**src/design/timestamp_lru_tile_table_unit_defines.svh**
```systemverilog
// Assertion macros for the timestamp LRU tile table unit.
// Depends on clk_i and rst_ni being present in the module that uses them.
`ifndef TIMESTAMP_LRU_TILE_TABLE_UNIT_DEFINES_SVH
`define TIMESTAMP_LRU_TILE_TABLE_UNIT_DEFINES_SVH

// Same-cycle implication, disabled during reset.
`define TLT_ASSERT_IMPL(label, ante, cons) \
  label: assert property (@(posedge clk_i) disable iff (!rst_ni) (ante) |-> (cons)) \
    else $error("tile table assertion failed");

// Next-cycle implication, disabled during reset.
`define TLT_ASSERT_NEXT(label, ante, cons) \
  label: assert property (@(posedge clk_i) disable iff (!rst_ni) (ante) |=> (cons)) \
    else $error("tile table assertion failed");

`endif

```
**src/design/tlt_pkg.sv**
```systemverilog
// Package for the timestamp LRU tile table unit.
// Holds transfer payload types, cell types and shared constants; no dependencies.
`timescale 1ns / 1ps
`default_nettype none

package tlt_pkg;

  localparam int unsigned Slots   = 16;
  localparam int unsigned TagW    = 16;
  localparam int unsigned StampW  = 31;
  localparam int unsigned SlotW   = 4;

  localparam logic KindLoad    = 1'b0;
  localparam logic KindRefresh = 1'b1;

  typedef struct packed {
    logic                    kind;
    logic signed [TagW-1:0]  tag_x;
    logic signed [TagW-1:0]  tag_y;
    logic [StampW-1:0]       now_ms;
  } in_item_t;

  typedef struct packed {
    logic [SlotW-1:0]        slot;
    logic                    hit;
    logic                    evicted;
    logic signed [TagW-1:0]  evicted_x;
    logic signed [TagW-1:0]  evicted_y;
  } out_item_t;

  typedef struct packed {
    logic signed [TagW-1:0]  x;
    logic signed [TagW-1:0]  y;
    logic [StampW-1:0]       stamp;
  } entry_t;

  typedef struct packed {
    logic                    kind;
    logic signed [TagW-1:0]  tag_x;
    logic signed [TagW-1:0]  tag_y;
    logic [StampW-1:0]       now_ms;
    logic                    hit;
    logic [StampW-1:0]       best_stamp;
    logic signed [TagW-1:0]  best_x;
    logic signed [TagW-1:0]  best_y;
  } probe_t;

  typedef enum logic [2:0] {
    StIdle = 3'b001,
    StWalk = 3'b010,
    StDone = 3'b100
  } state_e;

endpackage

`default_nettype wire

```
**src/design/tlt_cell.sv**
```systemverilog
// One table cell: holds a single entry and one stage of the search probe.
// Depends on tlt_pkg.
`timescale 1ns / 1ps
`default_nettype none

module tlt_cell #(
  parameter int unsigned Slots = tlt_pkg::Slots,
  parameter int unsigned Idx   = 0
) (
  input  wire                                  clk_i,
  input  wire                                  rst_ni,
  input  wire                                  filled_i,
  input  wire                                  wr_sel_i,
  input  tlt_pkg::entry_t                      wr_data_i,
  input  wire                                  prb_valid_i,
  input  tlt_pkg::probe_t                      prb_i,
  input  wire [((Slots > 1) ? $clog2(Slots) : 1)-1:0] prb_hit_idx_i,
  input  wire [((Slots > 1) ? $clog2(Slots) : 1)-1:0] prb_best_idx_i,
  output logic                                 prb_valid_o,
  output tlt_pkg::probe_t                      prb_o,
  output logic [((Slots > 1) ? $clog2(Slots) : 1)-1:0] prb_hit_idx_o,
  output logic [((Slots > 1) ? $clog2(Slots) : 1)-1:0] prb_best_idx_o
);

  localparam int unsigned IdxW = (Slots > 1) ? $clog2(Slots) : 1;
  localparam logic [IdxW-1:0] MyIdx = IdxW'(Idx);
  localparam bit First = (Idx == 0);

  tlt_pkg::entry_t ent_q, ent_d;
  tlt_pkg::probe_t prb_q, prb_d;
  logic [IdxW-1:0] hit_idx_q, hit_idx_d;
  logic [IdxW-1:0] best_idx_q, best_idx_d;
  logic            vld_q;
  logic            match;
  logic            older;

  always_comb begin
    ent_d = ent_q;
    if (wr_sel_i) begin
      ent_d = wr_data_i;
    end else if (prb_valid_i && (prb_i.kind == tlt_pkg::KindRefresh) && filled_i) begin
      ent_d.stamp = prb_i.now_ms;
    end
  end

  assign match = filled_i && (ent_q.x == prb_i.tag_x) && (ent_q.y == prb_i.tag_y);
  assign older = First || (ent_q.stamp < prb_i.best_stamp);

  always_comb begin
    prb_d      = prb_i;
    hit_idx_d  = prb_hit_idx_i;
    best_idx_d = prb_best_idx_i;
    if (!prb_i.hit && match) begin
      prb_d.hit = 1'b1;
      hit_idx_d = MyIdx;
    end
    if (older) begin
      prb_d.best_stamp = ent_q.stamp;
      prb_d.best_x     = ent_q.x;
      prb_d.best_y     = ent_q.y;
      best_idx_d       = MyIdx;
    end
  end

  always_ff @(posedge clk_i) begin
    ent_q      <= ent_d;
    prb_q      <= prb_d;
    hit_idx_q  <= hit_idx_d;
    best_idx_q <= best_idx_d;
  end

  always_ff @(posedge clk_i or negedge rst_ni) begin
    if (!rst_ni) begin
      vld_q <= 1'b0;
    end else begin
      vld_q <= prb_valid_i;
    end
  end

  assign prb_valid_o    = vld_q;
  assign prb_o          = prb_q;
  assign prb_hit_idx_o  = hit_idx_q;
  assign prb_best_idx_o = best_idx_q;

endmodule

`default_nettype wire

```
**src/design/timestamp_lru_tile_table_unit.sv**
```systemverilog
// Top level of the timestamp LRU tile table: chain of tlt_cell, control and result register.
// Depends on tlt_pkg, tlt_cell and timestamp_lru_tile_table_unit_defines.svh.
//
// Usage:
//   Input channel in_valid_i/in_ready_o/in_data_i carries one item: kind selects a
//   tag load (lookup, fill or LRU replace) or a refresh of all filled stamps.
//   Output channel out_valid_o/out_ready_i/out_data_o returns one result per item.
//   An accepted item enters cell 0 at the transfer edge and moves one cell per
//   cycle through the cell chain; the probe from the last cell is then captured,
//   after which the table is written and the result register loaded. One item is
//   in flight at a time; the next transfer is taken once the block is back in idle.
//   A stalled receiver holds the result in the output register; a finished walk
//   then waits until that register is free before updating the table.
//   Reset empties the table (fill count zero) and drops any item in flight;
//   entry contents are not cleared, there is no clearing pass.
`timescale 1ns / 1ps
`default_nettype none
`include "timestamp_lru_tile_table_unit_defines.svh"

module timestamp_lru_tile_table_unit #(
  parameter int unsigned Slots = tlt_pkg::Slots
) (
  input  wire                 clk_i,
  input  wire                 rst_ni,
  input  wire                 in_valid_i,
  output logic                in_ready_o,
  input  tlt_pkg::in_item_t   in_data_i,
  output logic                out_valid_o,
  input  wire                 out_ready_i,
  output tlt_pkg::out_item_t  out_data_o
);

  localparam int unsigned IdxW  = (Slots > 1) ? $clog2(Slots) : 1;
  localparam int unsigned CntW  = $clog2(Slots + 1);
  localparam int unsigned SlotW = tlt_pkg::SlotW;

  tlt_pkg::state_e    state_q, state_d;
  logic [CntW-1:0]    fill_q, fill_d;
  logic               out_valid_q, out_valid_d;
  tlt_pkg::out_item_t out_data_q, res;

  tlt_pkg::probe_t    done_prb_q;
  logic [IdxW-1:0]    done_hit_idx_q;
  logic [IdxW-1:0]    done_best_idx_q;

  logic               chain_vld      [Slots+1];
  tlt_pkg::probe_t    chain_prb      [Slots+1];
  logic [IdxW-1:0]    chain_hit_idx  [Slots+1];
  logic [IdxW-1:0]    chain_best_idx [Slots+1];
  tlt_pkg::probe_t    launch_prb;

  logic [Slots-1:0]   filled;
  logic [Slots-1:0]   wr_sel;
  logic               wr_en;
  logic [IdxW-1:0]    wr_idx;
  tlt_pkg::entry_t    wr_data;

  logic               in_xfer;
  logic               tail_done;
  logic               finish;
  logic               full;

  assign in_ready_o = (state_q == tlt_pkg::StIdle);
  assign in_xfer    = in_valid_i && in_ready_o;
  assign tail_done  = (state_q == tlt_pkg::StWalk) && chain_vld[Slots];
  assign finish     = (state_q == tlt_pkg::StDone) && (!out_valid_q || out_ready_i);
  assign full       = (fill_q == CntW'(Slots));

  always_comb begin
    launch_prb        = '0;
    launch_prb.kind   = in_data_i.kind;
    launch_prb.tag_x  = in_data_i.tag_x;
    launch_prb.tag_y  = in_data_i.tag_y;
    launch_prb.now_ms = in_data_i.now_ms;
  end

  assign chain_vld[0]      = in_xfer;
  assign chain_prb[0]      = launch_prb;
  assign chain_hit_idx[0]  = '0;
  assign chain_best_idx[0] = '0;

  for (genvar i = 0; i < Slots; i++) begin : g_cell
    assign filled[i] = (CntW'(i) < fill_q);
    assign wr_sel[i] = wr_en && (wr_idx == IdxW'(i));

    tlt_cell #(
      .Slots (Slots),
      .Idx   (i)
    ) u_cell (
      .clk_i          (clk_i),
      .rst_ni         (rst_ni),
      .filled_i       (filled[i]),
      .wr_sel_i       (wr_sel[i]),
      .wr_data_i      (wr_data),
      .prb_valid_i    (chain_vld[i]),
      .prb_i          (chain_prb[i]),
      .prb_hit_idx_i  (chain_hit_idx[i]),
      .prb_best_idx_i (chain_best_idx[i]),
      .prb_valid_o    (chain_vld[i+1]),
      .prb_o          (chain_prb[i+1]),
      .prb_hit_idx_o  (chain_hit_idx[i+1]),
      .prb_best_idx_o (chain_best_idx[i+1])
    );
  end

  always_ff @(posedge clk_i) begin
    if (tail_done) begin
      done_prb_q      <= chain_prb[Slots];
      done_hit_idx_q  <= chain_hit_idx[Slots];
      done_best_idx_q <= chain_best_idx[Slots];
    end
    if (finish) begin
      out_data_q <= res;
    end
  end

  always_comb begin
    res           = '0;
    wr_en         = 1'b0;
    wr_idx        = done_best_idx_q;
    fill_d        = fill_q;
    wr_data.x     = done_prb_q.tag_x;
    wr_data.y     = done_prb_q.tag_y;
    wr_data.stamp = done_prb_q.now_ms;
    if (done_prb_q.kind == tlt_pkg::KindRefresh) begin
      res = '0;
    end else if (done_prb_q.hit) begin
      res.hit  = 1'b1;
      res.slot = SlotW'(done_hit_idx_q);
    end else if (full) begin
      res.slot      = SlotW'(done_best_idx_q);
      res.evicted   = 1'b1;
      res.evicted_x = done_prb_q.best_x;
      res.evicted_y = done_prb_q.best_y;
      wr_en         = finish;
    end else begin
      res.slot = SlotW'(fill_q);
      wr_idx   = IdxW'(fill_q);
      wr_en    = finish;
      if (finish) begin
        fill_d = fill_q + CntW'(1);
      end
    end
  end

  always_comb begin
    state_d = state_q;
    case (state_q)
      tlt_pkg::StIdle: begin
        if (in_xfer) state_d = tlt_pkg::StWalk;
      end
      tlt_pkg::StWalk: begin
        if (tail_done) state_d = tlt_pkg::StDone;
      end
      tlt_pkg::StDone: begin
        if (finish) state_d = tlt_pkg::StIdle;
      end
      default: state_d = tlt_pkg::StIdle;
    endcase
  end

  always_comb begin
    out_valid_d = out_valid_q;
    if (finish) begin
      out_valid_d = 1'b1;
    end else if (out_ready_i) begin
      out_valid_d = 1'b0;
    end
  end

  always_ff @(posedge clk_i or negedge rst_ni) begin
    if (!rst_ni) begin
      state_q     <= tlt_pkg::StIdle;
      fill_q      <= '0;
      out_valid_q <= 1'b0;
    end else begin
      state_q     <= state_d;
      fill_q      <= fill_d;
      out_valid_q <= out_valid_d;
    end
  end

  assign out_valid_o = out_valid_q;
  assign out_data_o  = out_data_q;

  `TLT_ASSERT_IMPL(a_fill_bound, 1'b1, fill_q <= CntW'(Slots))
  `TLT_ASSERT_NEXT(a_xfer_walk, in_xfer, state_q == tlt_pkg::StWalk)
  `TLT_ASSERT_IMPL(a_evict_full, out_valid_q && out_data_q.evicted, full)
  `TLT_ASSERT_IMPL(a_tail_in_walk, chain_vld[Slots], state_q == tlt_pkg::StWalk)

endmodule

`default_nettype wire
```
**config.mk**
```make
export PLATFORM = sky130hd
export DESIGN_NAME = timestamp_lru_tile_table_unit
export DESIGN_NICKNAME = d
export VERILOG_FILES = /design/src/design/tlt_pkg.sv /design/src/design/tlt_cell.sv /design/src/design/timestamp_lru_tile_table_unit.sv
export VERILOG_INCLUDE_DIRS = /design/src /design/src/design
export SDC_FILE = /design/constraint.sdc
export NUM_CORES = 2
export LEC_CHECK = 0
export ABC_AREA = 0
export BUFFER_PORTS_ARGS = -buffer_cell sky130_fd_sc_hd__buf_2
export CORE_MARGIN = 2
export CORE_UTILIZATION = 35
export DETAILED_ROUTE_END_ITERATION = 10
export PLACE_DENSITY = 0.51
export SLEW_MARGIN = 20
export SYNTH_ARGS = -nofsm -noshare
export SYNTH_HDL_FRONTEND = slang
export SYNTH_HIERARCHICAL = 1
export SYNTH_SLANG_ARGS = --single-unit
export TNS_END_PERCENT = 5
```
**constraint.sdc**
```tcl
create_clock -name clk_i -period 7.8 [get_ports clk_i]
set_input_delay 2.34 -clock clk_i [delete_from_list [all_inputs] [get_ports clk_i]]
set_output_delay 2.34 -clock clk_i [all_outputs]
set_load 0.02 [all_outputs]
```
==> metrics.txt <==
DR vias=54,355; Slew @ Worst Pin=1.206 ns; grt ovf=0; Achievable Freq=207.7 MHz; later-pin clock latency in the skew report=0.90 ns; drc violations=0; max-slew violations=0; Slew HR=18.76%; Yosys warning count=6; RSZ-0062 raised after global routing=no; Reg clk slew, reported paths=0.06 ns; r2r setup slk=3.26 ns; setup TNS=0 ns; final hold violation count=0; Worst Path Max Fanout=63; worst r2r src=fill_q[1]; vias per std cell=4.333; WL/cell=18.30 um; Mean Syn Cell Area=15.26 sq um; Sink Count=3,317; Die W=578.4 um; CP arrival=5.44 ns; RR Endpoint=g_cell[2].u_cell/ent_q[6]; worst setup margin=2.986 ns; TritonCTS clock tree=built; CP Capture Type=register; vias in the first global route=56,517; slowest library cell on the worst path=nand3_1; Critical Path Source Type=input pin; first-pass GRT wire length=348,800 um; Die Span Y=578.4 um; total CTS buffers=343; share of cells above drive strength 1=26.98%; Pleak=51.79 nW; synthesis-to-finish area growth=14.75%; final setup fails=0; H-tree levels=5; WHS Path Cells=0; pin count of the biggest net entering global routing=68; # Max-Cap Violations=0; max incr delay on CP=0.78 ns; I/O pin cnt=108; Tightest Hold Check Type=reg2reg; crit path cell chain=buf_2 -> nor2b_1 -> nor4_4 -> nand3_1 -> nor2_4 -> buf_4 -> mux2_2; CP Class=in2reg; PwrDens=272.4 nW/um^2; drt first pass iters=7; input/output buffers=107; Final ANT Viol Nets=0; Final nets=8,408; Root Driver=clkbuf_16; Worst VDD drop=0.1651 mV; initial antenna violation count=9; Tcrit/Tclk final=61.72%; HPWL Detailed=173,400 um; status=completed; Required @ worst endpoint=8.42 ns; cells on worst reg2reg path=8; Core ar.=327,900 sq um; Syn Std Cell Area=115,500 sq um; HP Start=g_cell[13].u_cell/prb_o[93]; Tot GR Track Use=13.46%; post-place setup slack=2.147 ns; placed insts=11,888; Initial Utilization=35.22%; gp weighted congestion=0.7852; Final Total Pwr=36.10 mW; Initial DRC Count=2,680; post-CTS sizing=0; Syn Inst Count=7,567; hold buffers post-CTS=0; non-filler cells, final=12,543; row cnt=210; postcts setup bufs=0; WHS Endpoint=g_cell[14].u_cell/prb_o[93]; Die Footprint=334,600 sq um; drt total wl=229,500 um; Longest Clk Path Bufs=4; crit path time final=4.814 ns; Clock Skew=0.05908 ns
## per-layer routing
layer  vias to the layer above  GRT usage, %  routed length, um
li1                      27300             -                  -
met3                       417         2.326               9049
met2                       853         19.29              92690
met1                     25769         20.52             121500
met5                         -             0                 91
met4                        16         3.913               6104
## worst max-delay path, delay by kind of cell
| kind | cells | cell delay (ns) |
|---|---|---|
| mux | 1 | 0.42 |
| simple gates | 4 | 1.79 |
| buf+inv | 2 | 0.83 |
## state kept, by name, summed over array words and instances, names as in the netlist
name,count
g_cell.u_cell/prb_o,2017
g_cell.u_cell/ent_q,1008
done_prb_q,97
g_cell.u_cell/prb_hit_idx_o,64
g_cell.u_cell/prb_best_idx_o,60
out_data_o,38
g_cell.u_cell/prb_valid_o,16
fill_q,5
done_best_idx_q,4
done_hit_idx_q,4
state_q,3
out_valid_o,1
## report_power, final
group / leakage [nW] / internal (mW) / switching [mW]
sequential: 28.8 / 18.4 / 0.433
combinational: 17.2 / 0.408 / 0.371
clock: 5.74 / 9.86 / 6.66
total: 51.8 / 28.6 / 7.46
## through the flow
| step | hold WS [ns] | area [sq um] | util [%] |
|---|---|---|---|
| floorplan | 0.3233 | 115500 | - |
| global placement | 0.3244 | 120800 | 36.84 |
| detailed placement | 0.3278 | 120800 | 36.84 |
| CTS | 0.3056 | 132500 | 40.40 |
| global route | 0.3181 | 132500 | 40.41 |
| finish | 0.3118 | 132500 | 40.41 |
## cell usage in the layout, fill, tap and decap left out, types with 143 or more instances in the layout
cell type and instances:
xnor2_1 408, inv_1 481, clkbuf_16 359, edfxtp_1 1151, mux2_4 365, nand4_1 143, ha_1 452, dfxtp_1 2141
mux2_2 1046, nand2_1 197, a21oi_1 235
## cell type report
class                   instances  area [sq um]
clock inverters               137          1618
multi-input cells            3594         34650
repair buffers                150         878.3
clock buffers                 507         10050
inverters                     482          1809
diodes                         10         25.02
well taps                    4346          5438
fillers                     29986        195400
flip-flops and latches       3317         78050
## worst max-delay path by stage
stage | from | end | slack (ns) | cells after the start
floorplan | out_ready_i | g_cell[10].u_cell/ent_q[0] | 1.93 | 7
global placement | out_ready_i | g_cell[2].u_cell/ent_q[7] | 2.12 | 7
detailed placement | out_ready_i | g_cell[2].u_cell/ent_q[6] | 2.15 | 7
CTS | out_ready_i | g_cell[2].u_cell/ent_q[6] | 3.12 | 7
global route | out_ready_i | g_cell[1].u_cell/ent_q[34] | 2.95 | 7
finish | out_ready_i | g_cell[2].u_cell/ent_q[6] | 2.99 | 7
No activity file was read; power rests on OpenSTA's default activity.
